### config.mk
export PLATFORM = sky130hd
export DESIGN_NAME = rpnc_ctrl
export DESIGN_NICKNAME = d
export VERILOG_FILES = /design/src/design/rpnc_pkg.sv /design/src/design/rpnc_ctrl.sv
export SDC_FILE = /design/constraint.sdc
export NUM_CORES = 1
export LEC_CHECK = 0
export ABC_CLOCK_PERIOD_IN_PS = 8400
export BUFFER_PORTS_ARGS = -buffer_cell sky130_fd_sc_hd__buf_2
export CAP_MARGIN = 5
export CORE_ASPECT_RATIO = 1.4
export CORE_MARGIN = 2
export CORE_UTILIZATION = 25
export CTS_CLUSTER_DIAMETER = 80
export CTS_CLUSTER_SIZE = 12
export DETAILED_ROUTE_END_ITERATION = 10
export PLACE_DENSITY = 0.54
export REMOVE_ABC_BUFFERS = 1
export SETUP_SLACK_MARGIN = 0.3
export SYNTH_ARGS = -nofsm -noshare
export SYNTH_HDL_FRONTEND = slang
export SYNTH_SLANG_ARGS = --single-unit
### constraint.sdc
create_clock -name clock -period 8.4 [get_ports clock]
set_input_delay 0.42 -clock clock [delete_from_list [all_inputs] [get_ports clock]]
set_output_delay 0.42 -clock clock [all_outputs]
set_load 0.02 [all_outputs]
### src/design/rpnc_pkg.sv
// Package with shared types and constants of the RPN stack calculator.
package rpnc_pkg;

   localparam int StackDepth = 64;
   localparam int FracBits   = 16;
   localparam int AddrWidth  = $clog2(StackDepth);
   localparam int DepthWidth = 7;

   typedef enum logic [3:0] {
      ACT_PUSH  = 4'd0,
      ACT_ADD   = 4'd1,
      ACT_SUB   = 4'd2,
      ACT_MUL   = 4'd3,
      ACT_DIV   = 4'd4,
      ACT_REM   = 4'd5,
      ACT_POP   = 4'd6,
      ACT_PEEK  = 4'd7,
      ACT_DUP   = 4'd8,
      ACT_SWAP  = 4'd9,
      ACT_CLEAR = 4'd10
   } action_type;

   typedef enum logic [1:0] {
      ST_OK        = 2'd0,
      ST_FULL      = 2'd1,
      ST_UNDERFLOW = 2'd2,
      ST_DIVZERO   = 2'd3
   } status_type;

   // Datapath operations issued by the controller.
   typedef enum logic [2:0] {
      DP_NONE,
      DP_ADD,
      DP_SUB,
      DP_MUL,
      DP_DIV_START,
      DP_DIV_STEP
   } dp_op_type;

   typedef struct packed {
      dp_op_type           op;
      logic                rem_sel;
      logic                load_a;
      logic                load_b;
   } dp_cmd_type;

   typedef struct packed {
      logic                div_done;
      logic                b_zero;
   } dp_stat_type;

endpackage

### src/design/rpnc_ctrl.sv
// Controller state machine: stack pointer, RAM sequencing and result strobe.
module rpnc_ctrl (
   input  logic                          clock,
   input  logic                          reset,
   input  logic                          start,
   input  logic [3:0]                    req_action,
   input  logic [31:0]                   req_operand_value,
   output logic                          busy,
   output logic                          rsp_valid,
   output logic [31:0]                   rsp_result_value,
   output logic [1:0]                    rsp_status,
   output logic [6:0]                    rsp_depth,
   output rpnc_pkg::dp_cmd_type          cmd,
   input  rpnc_pkg::dp_stat_type         stat,
   input  logic [31:0]                   dp_result,
   output logic                          ram_we,
   output logic [rpnc_pkg::AddrWidth-1:0] ram_addr,
   output logic [31:0]                   ram_wdata,
   input  logic [31:0]                   ram_rdata
);

   localparam int AW = rpnc_pkg::AddrWidth;
   localparam int DW = rpnc_pkg::DepthWidth;

   typedef enum logic [3:0] {
      S_IDLE, S_RD_B, S_RD_A, S_LOAD_A, S_EXEC, S_DIV, S_WRITE,
      S_RD_TOP, S_TOP, S_SWAP_W1, S_SWAP_W2, S_DONE
   } state_type;

   state_type        state_ff, state_in;
   logic [3:0]       act_ff, act_in;
   logic [31:0]      val_ff, val_in;
   logic [DW-1:0]    dep_ff, dep_in;
   logic [1:0]       st_ff, st_in;
   logic [31:0]      out_ff, out_in;
   logic             vld_ff, vld_in;
   logic [31:0]      tmp_ff, tmp_in;

   // Next state, stack pointer and RAM accesses.
   always_comb begin
      state_in  = state_ff;
      act_in    = act_ff;
      val_in    = val_ff;
      dep_in    = dep_ff;
      st_in     = st_ff;
      out_in    = out_ff;
      vld_in    = 1'b0;
      tmp_in    = tmp_ff;
      cmd       = '{op: rpnc_pkg::DP_NONE, rem_sel: 1'b0, load_a: 1'b0, load_b: 1'b0};
      cmd.rem_sel = (act_ff == rpnc_pkg::ACT_REM);
      ram_we    = 1'b0;
      ram_addr  = AW'(dep_ff - 1'b1);
      ram_wdata = val_ff;
      case (state_ff)
         S_IDLE: begin
            if (start) begin
               act_in = req_action;
               val_in = req_operand_value;
               st_in  = rpnc_pkg::ST_OK;
               if (req_action inside {rpnc_pkg::ACT_ADD, rpnc_pkg::ACT_SUB,
                      rpnc_pkg::ACT_MUL, rpnc_pkg::ACT_DIV, rpnc_pkg::ACT_REM,
                      rpnc_pkg::ACT_SWAP}) begin
                  if (dep_ff < DW'(2)) begin
                     st_in = rpnc_pkg::ST_UNDERFLOW;
                     state_in = S_RD_TOP;
                  end else begin
                     state_in = S_RD_B;
                  end
               end else if (req_action == rpnc_pkg::ACT_PUSH) begin
                  if (dep_ff >= DW'(rpnc_pkg::StackDepth)) begin
                     st_in = rpnc_pkg::ST_FULL;
                     state_in = S_RD_TOP;
                  end else begin
                     state_in = S_WRITE;
                  end
               end else if (req_action inside {rpnc_pkg::ACT_POP, rpnc_pkg::ACT_PEEK,
                      rpnc_pkg::ACT_DUP}) begin
                  if (dep_ff == '0) begin
                     st_in = rpnc_pkg::ST_UNDERFLOW;
                     state_in = S_RD_TOP;
                  end else if (req_action == rpnc_pkg::ACT_DUP &&
                               dep_ff >= DW'(rpnc_pkg::StackDepth)) begin
                     st_in = rpnc_pkg::ST_FULL;
                     state_in = S_RD_TOP;
                  end else begin
                     state_in = S_RD_B;
                  end
               end else if (req_action == rpnc_pkg::ACT_CLEAR) begin
                  dep_in = '0;
                  state_in = S_RD_TOP;
               end else begin
                  state_in = S_RD_TOP;
               end
            end
         end
         S_RD_B: begin
            // Top entry is presented by the RAM in the next cycle.
            state_in = S_RD_A;
         end
         S_RD_A: begin
            ram_addr = AW'(dep_ff - DW'(2));
            cmd.load_b = 1'b1;
            tmp_in = ram_rdata;
            case (act_ff)
               rpnc_pkg::ACT_POP: begin
                  out_in = ram_rdata;
                  dep_in = dep_ff - 1'b1;
                  state_in = S_DONE;
               end
               rpnc_pkg::ACT_PEEK: begin
                  out_in = ram_rdata;
                  state_in = S_DONE;
               end
               rpnc_pkg::ACT_DUP: begin
                  val_in = ram_rdata;
                  state_in = S_WRITE;
               end
               default: state_in = S_LOAD_A;
            endcase
         end
         S_LOAD_A: begin
            cmd.load_a = 1'b1;
            val_in = ram_rdata;
            if (act_ff == rpnc_pkg::ACT_SWAP) begin
               state_in = S_SWAP_W1;
            end else begin
               state_in = S_EXEC;
            end
         end
         S_EXEC: begin
            case (act_ff)
               rpnc_pkg::ACT_ADD: begin
                  cmd.op = rpnc_pkg::DP_ADD;
                  state_in = S_DIV;
               end
               rpnc_pkg::ACT_SUB: begin
                  cmd.op = rpnc_pkg::DP_SUB;
                  state_in = S_DIV;
               end
               rpnc_pkg::ACT_MUL: begin
                  cmd.op = rpnc_pkg::DP_MUL;
                  state_in = S_DIV;
               end
               default: begin
                  if (stat.b_zero) begin
                     st_in = rpnc_pkg::ST_DIVZERO;
                     dep_in = dep_ff - 1'b1;
                     state_in = S_RD_TOP;
                  end else begin
                     cmd.op = rpnc_pkg::DP_DIV_START;
                     state_in = S_DIV;
                  end
               end
            endcase
         end
         S_DIV: begin
            // Finished arithmetic result is written over the left operand.
            if (act_ff == rpnc_pkg::ACT_DIV || act_ff == rpnc_pkg::ACT_REM) begin
               cmd.op = rpnc_pkg::DP_DIV_STEP;
               if (stat.div_done) begin
                  state_in = S_TOP;
               end
            end else begin
               state_in = S_TOP;
            end
         end
         S_TOP: begin
            ram_we = 1'b1;
            ram_addr = AW'(dep_ff - DW'(2));
            ram_wdata = dp_result;
            out_in = dp_result;
            dep_in = dep_ff - 1'b1;
            state_in = S_DONE;
         end
         S_WRITE: begin
            ram_we = 1'b1;
            ram_addr = AW'(dep_ff);
            out_in = val_ff;
            dep_in = dep_ff + 1'b1;
            state_in = S_DONE;
         end
         S_SWAP_W1: begin
            ram_we = 1'b1;
            ram_wdata = val_ff;
            state_in = S_SWAP_W2;
         end
         S_SWAP_W2: begin
            ram_we = 1'b1;
            ram_addr = AW'(dep_ff - DW'(2));
            ram_wdata = tmp_ff;
            out_in = val_ff;
            state_in = S_DONE;
         end
         S_RD_TOP: begin
            state_in = S_DONE;
            out_in = '0;
            if (dep_ff != '0) begin
               state_in = S_LOAD_A;
               act_in = rpnc_pkg::ACT_CLEAR;
            end
         end
         S_DONE: begin
            vld_in = 1'b1;
            state_in = S_IDLE;
         end
         default: state_in = S_IDLE;
      endcase
      // Read of the top entry after an error, a clear or an unknown action.
      if (state_ff == S_LOAD_A && act_ff == rpnc_pkg::ACT_CLEAR) begin
         cmd.load_a = 1'b0;
         out_in = ram_rdata;
         state_in = S_DONE;
      end
   end

   always_ff @(posedge clock) begin
      if (reset) begin
         state_ff <= S_IDLE;
         dep_ff   <= '0;
         vld_ff   <= 1'b0;
      end else begin
         state_ff <= state_in;
         dep_ff   <= dep_in;
         vld_ff   <= vld_in;
      end
      act_ff <= act_in;
      val_ff <= val_in;
      st_ff  <= st_in;
      out_ff <= out_in;
      tmp_ff <= tmp_in;
   end

   assign busy             = (state_ff != S_IDLE);
   assign rsp_valid        = vld_ff;
   assign rsp_result_value = out_ff;
   assign rsp_status       = st_ff;
   assign rsp_depth        = dep_ff;

endmodule

==> flow_metrics.env <==
export IMPL_status="finished clean"
export IMPL_initial_core_util=0.252
export IMPL_fin_crit_ns=3.65
export IMPL_clock_latency_ns=0.42
export IMPL_critPathCaptureType="output port"
export IMPL_core_sq_um=24500
export IMPL_cp_slowest_cell="or4b_1"
export IMPL_finalHoldViolCount=0
export IMPL_io_pins=193
export IMPL_clk_pin_slew_ns=0.06
export IMPL_port_buffers=192
export IMPL_ys_warn_count=0
export IMPL_max_cap_violations=0
export IMPL_cts_hold_buffers=0
export IMPL_avgSynthCellArea_sq_um=11.2
export IMPL_clock_fmax_mhz=274
export IMPL_grt_pass1_wl_um=28900
export IMPL_ys_seq_elements=114
export IMPL_postSynth_asyncResetShare=0
export IMPL_clock_path_buffers=2
export IMPL_drive_above_1_share=0.382
export IMPL_antenna_found_initial=4
export IMPL_yosysMostFrequentCell="edfxtp_1"
export IMPL_crit_required_ns=7.98
export IMPL_path_cells="or4b_1 > inv_2 > buf_4 > nor2_1 > a21oi_1 > nand3_1 > xnor2_1 > buf_2"
export IMPL_netlist_area_leader_share=0.496
export IMPL_die_area_sq_um=26000
export IMPL_synth_edff_count=102
export IMPL_seqPwrFrac=0.314
export IMPL_power_frac_clock=0.231
export IMPL_rsz0062_at_grt="no"
export IMPL_p_comb_frac=0.455
export IMPL_reg2reg_slack_ns=5.05
export IMPL_grt_max_degree=51
export IMPL_vias_per_cell=5.00
export IMPL_fin_crit_sh=0.434
export IMPL_fin_skew_ns=0.00764
export IMPL_fin_area_sq_um=8010
export IMPL_multi_input_area_sq_um=2560
export IMPL_cts_made_buffers=17
export IMPL_internal_power_mw=1.90
export IMPL_drc=0
export IMPL_synth_area_leaders="edfxtp_1, mux2_2, nand2_1"
export IMPL_dp_hpwl_um=13600
export IMPL_crit_path_start_kind="flip-flop"
export IMPL_cts_tree="done"
export IMPL_placed_area_sq_um=7410
export IMPL_power_leakage_nw=3.21
export IMPL_cts_resized_gates=0
export IMPL_routabilityCongestion=0.848
export IMPL_slowest_delay_ns=0.70
export IMPL_p_sw_mw=1.31
export IMPL_crit_type="flip-flop to output port"
export IMPL_synthCells=553
export IMPL_cts_setup_buffers=0
export IMPL_seq_area_frac_synth=0.535
export IMPL_setup_viol=0
export IMPL_fillCellCount=2593
export IMPL_peakVddDrop_mv=0.311
export IMPL_cts_root_buffer="clkbuf_16"
export IMPL_synthTopCellsByCount="edfxtp_1, nand2_1, inv_1, mux2_2, a22oi_1"
export IMPL_swShare=0.409
export IMPL_maxSlewHeadroom=0.294
export IMPL_ys_flop_type="edfxtp_1"
export IMPL_hold_path_class="primary input to flip-flop"
export IMPL_dr_first_iter_drc_count=428
export IMPL_drt_pass1_iterations=6
export IMPL_netlist_area_sq_um=6170
export IMPL_setup_tns_final_ns=0
export IMPL_tightest_slew_ns=1.06
export IMPL_register_area_sq_um=3300
export IMPL_ant_nets=0
export IMPL_avgRoutedWirePerCell_um=18.7
export IMPL_cts_htree_levels=4
export IMPL_cp_arrival_ns=3.23
export IMPL_cp_max_fo=25
export IMPL_worst_path_buf_inv=3
export IMPL_cts_num_sinks=114
export IMPL_grt_overflow_total=0
export IMPL_power_density_nw_per_um2=401
export IMPL_fin_nets=836
export IMPL_cp_top_family="simple AND/OR/NAND/NOR gates"
export IMPL_die_w_um=137
export IMPL_num_vias=5277
export IMPL_die_y_um=190
export IMPL_track_usage=0.150
export IMPL_synth_distinct_cells=65
export IMPL_area_growth_synth_to_final_pct=29.8
export IMPL_yosys_area_top_type="edfxtp_1"
export IMPL_first_global_vias=5207
export IMPL_drv_slew=0
export IMPL_rows=68
export IMPL_routed_wl_um=19700
## layer usage
| layer | wire (um) | GRT usage |
|---|---|---|
| met1 | 7830 | 0.171 |
| met2 | 10000 | 0.261 |
| met3 | 1450 | 0.0464 |
| met4 | 408 | 0.0551 |
| met5 | 27 | 0 |
## worst paths after layout
kind	startpoint	to	depth (start not counted)
worst min register to register	val_ff[22]	rsp_result_value[22]	2
worst max-delay path	state_ff[2]	ram_addr[5]	8
worst min-delay path	ram_rdata[29]	tmp_ff[29]	1
worst max register to register	state_ff[2]	rsp_result_value[7]	5
## flip-flops by register name (all words and copies together), names as in the netlist
register / flops
tmp_ff: 32
rsp_depth: 7
rsp_valid: 1
rsp_result_value: 32
rsp_status: 2
act_ff: 4
state_ff: 4
val_ff: 32
## power groups by stage
stage / Combinational, mW / Sequential [mW] / Clock (mW)
6_report: 1.46 / 1.01 / 0.742
5_1_grt: 1.59 / 1.03 / 0.786
2_1_floorplan: 0.888 / 1.08 / 0
3_3_place_gp: 1.47 / 1.01 / 0
3_5_place_dp: 1.48 / 1.02 / 0
4_1_cts: 1.48 / 1.01 / 0.759
## kinds of logic (layout without fill, tap and decap cells)
logic type	after synthesis	after routing	synth area share
flops	114	114	0.535
other cells	0	2	0
buf+inv	82	268	0.0614
fa+ha+maj	5	5	0.0101
simple gates	164	164	0.131
mux	33	33	0.0602
xor+xnor	6	6	0.00851
compound gates	149	149	0.193
## stage by stage
| stage | power, mW | instances | utilization | worst slack, ns | hold slack, ns |
|---|---|---|---|---|---|
| floorplan | 1.96 | 508 | - | 4.41 | 0.485 |
| global placement | 2.48 | 1022 | 0.302 | 5.09 | 0.546 |
| detailed placement | 2.49 | 1022 | 0.302 | 5.03 | 0.555 |
| CTS | 3.25 | 1054 | 0.327 | 4.68 | 0.189 |
| global route | 3.41 | 1056 | 0.327 | 4.46 | 0.191 |
| finish | 3.21 | 1056 | 0.327 | 4.75 | 0.212 |
## layout make-up
| cell class | count | share of cell area |
|---|---|---|
| tap | 315 | 0.0492 |
| multi-input combinational | 357 | 0.319 |
| inverter | 37 | 0.0173 |
| timing repair buffer | 199 | 0.127 |
| clock inverter | 14 | 0.0211 |
| sequential | 114 | 0.412 |
| antenna | 2 | 0.000625 |
| clock buffer | 18 | 0.0536 |
## cell usage in the layout (no fill, tap or decap), types with 21 or more instances in the layout
master / netlist / layout
a22oi_1: 25 / 25
edfxtp_1: 102 / 102
mux2_2: 33 / 33
a222oi_1: 24 / 24
nor2_1: 22 / 21
nand2_1: 81 / 80
a21oi_1: 24 / 23
buf_2: 15 / 192
inv_1: 37 / 36
(Power assumes the default switching activity.)
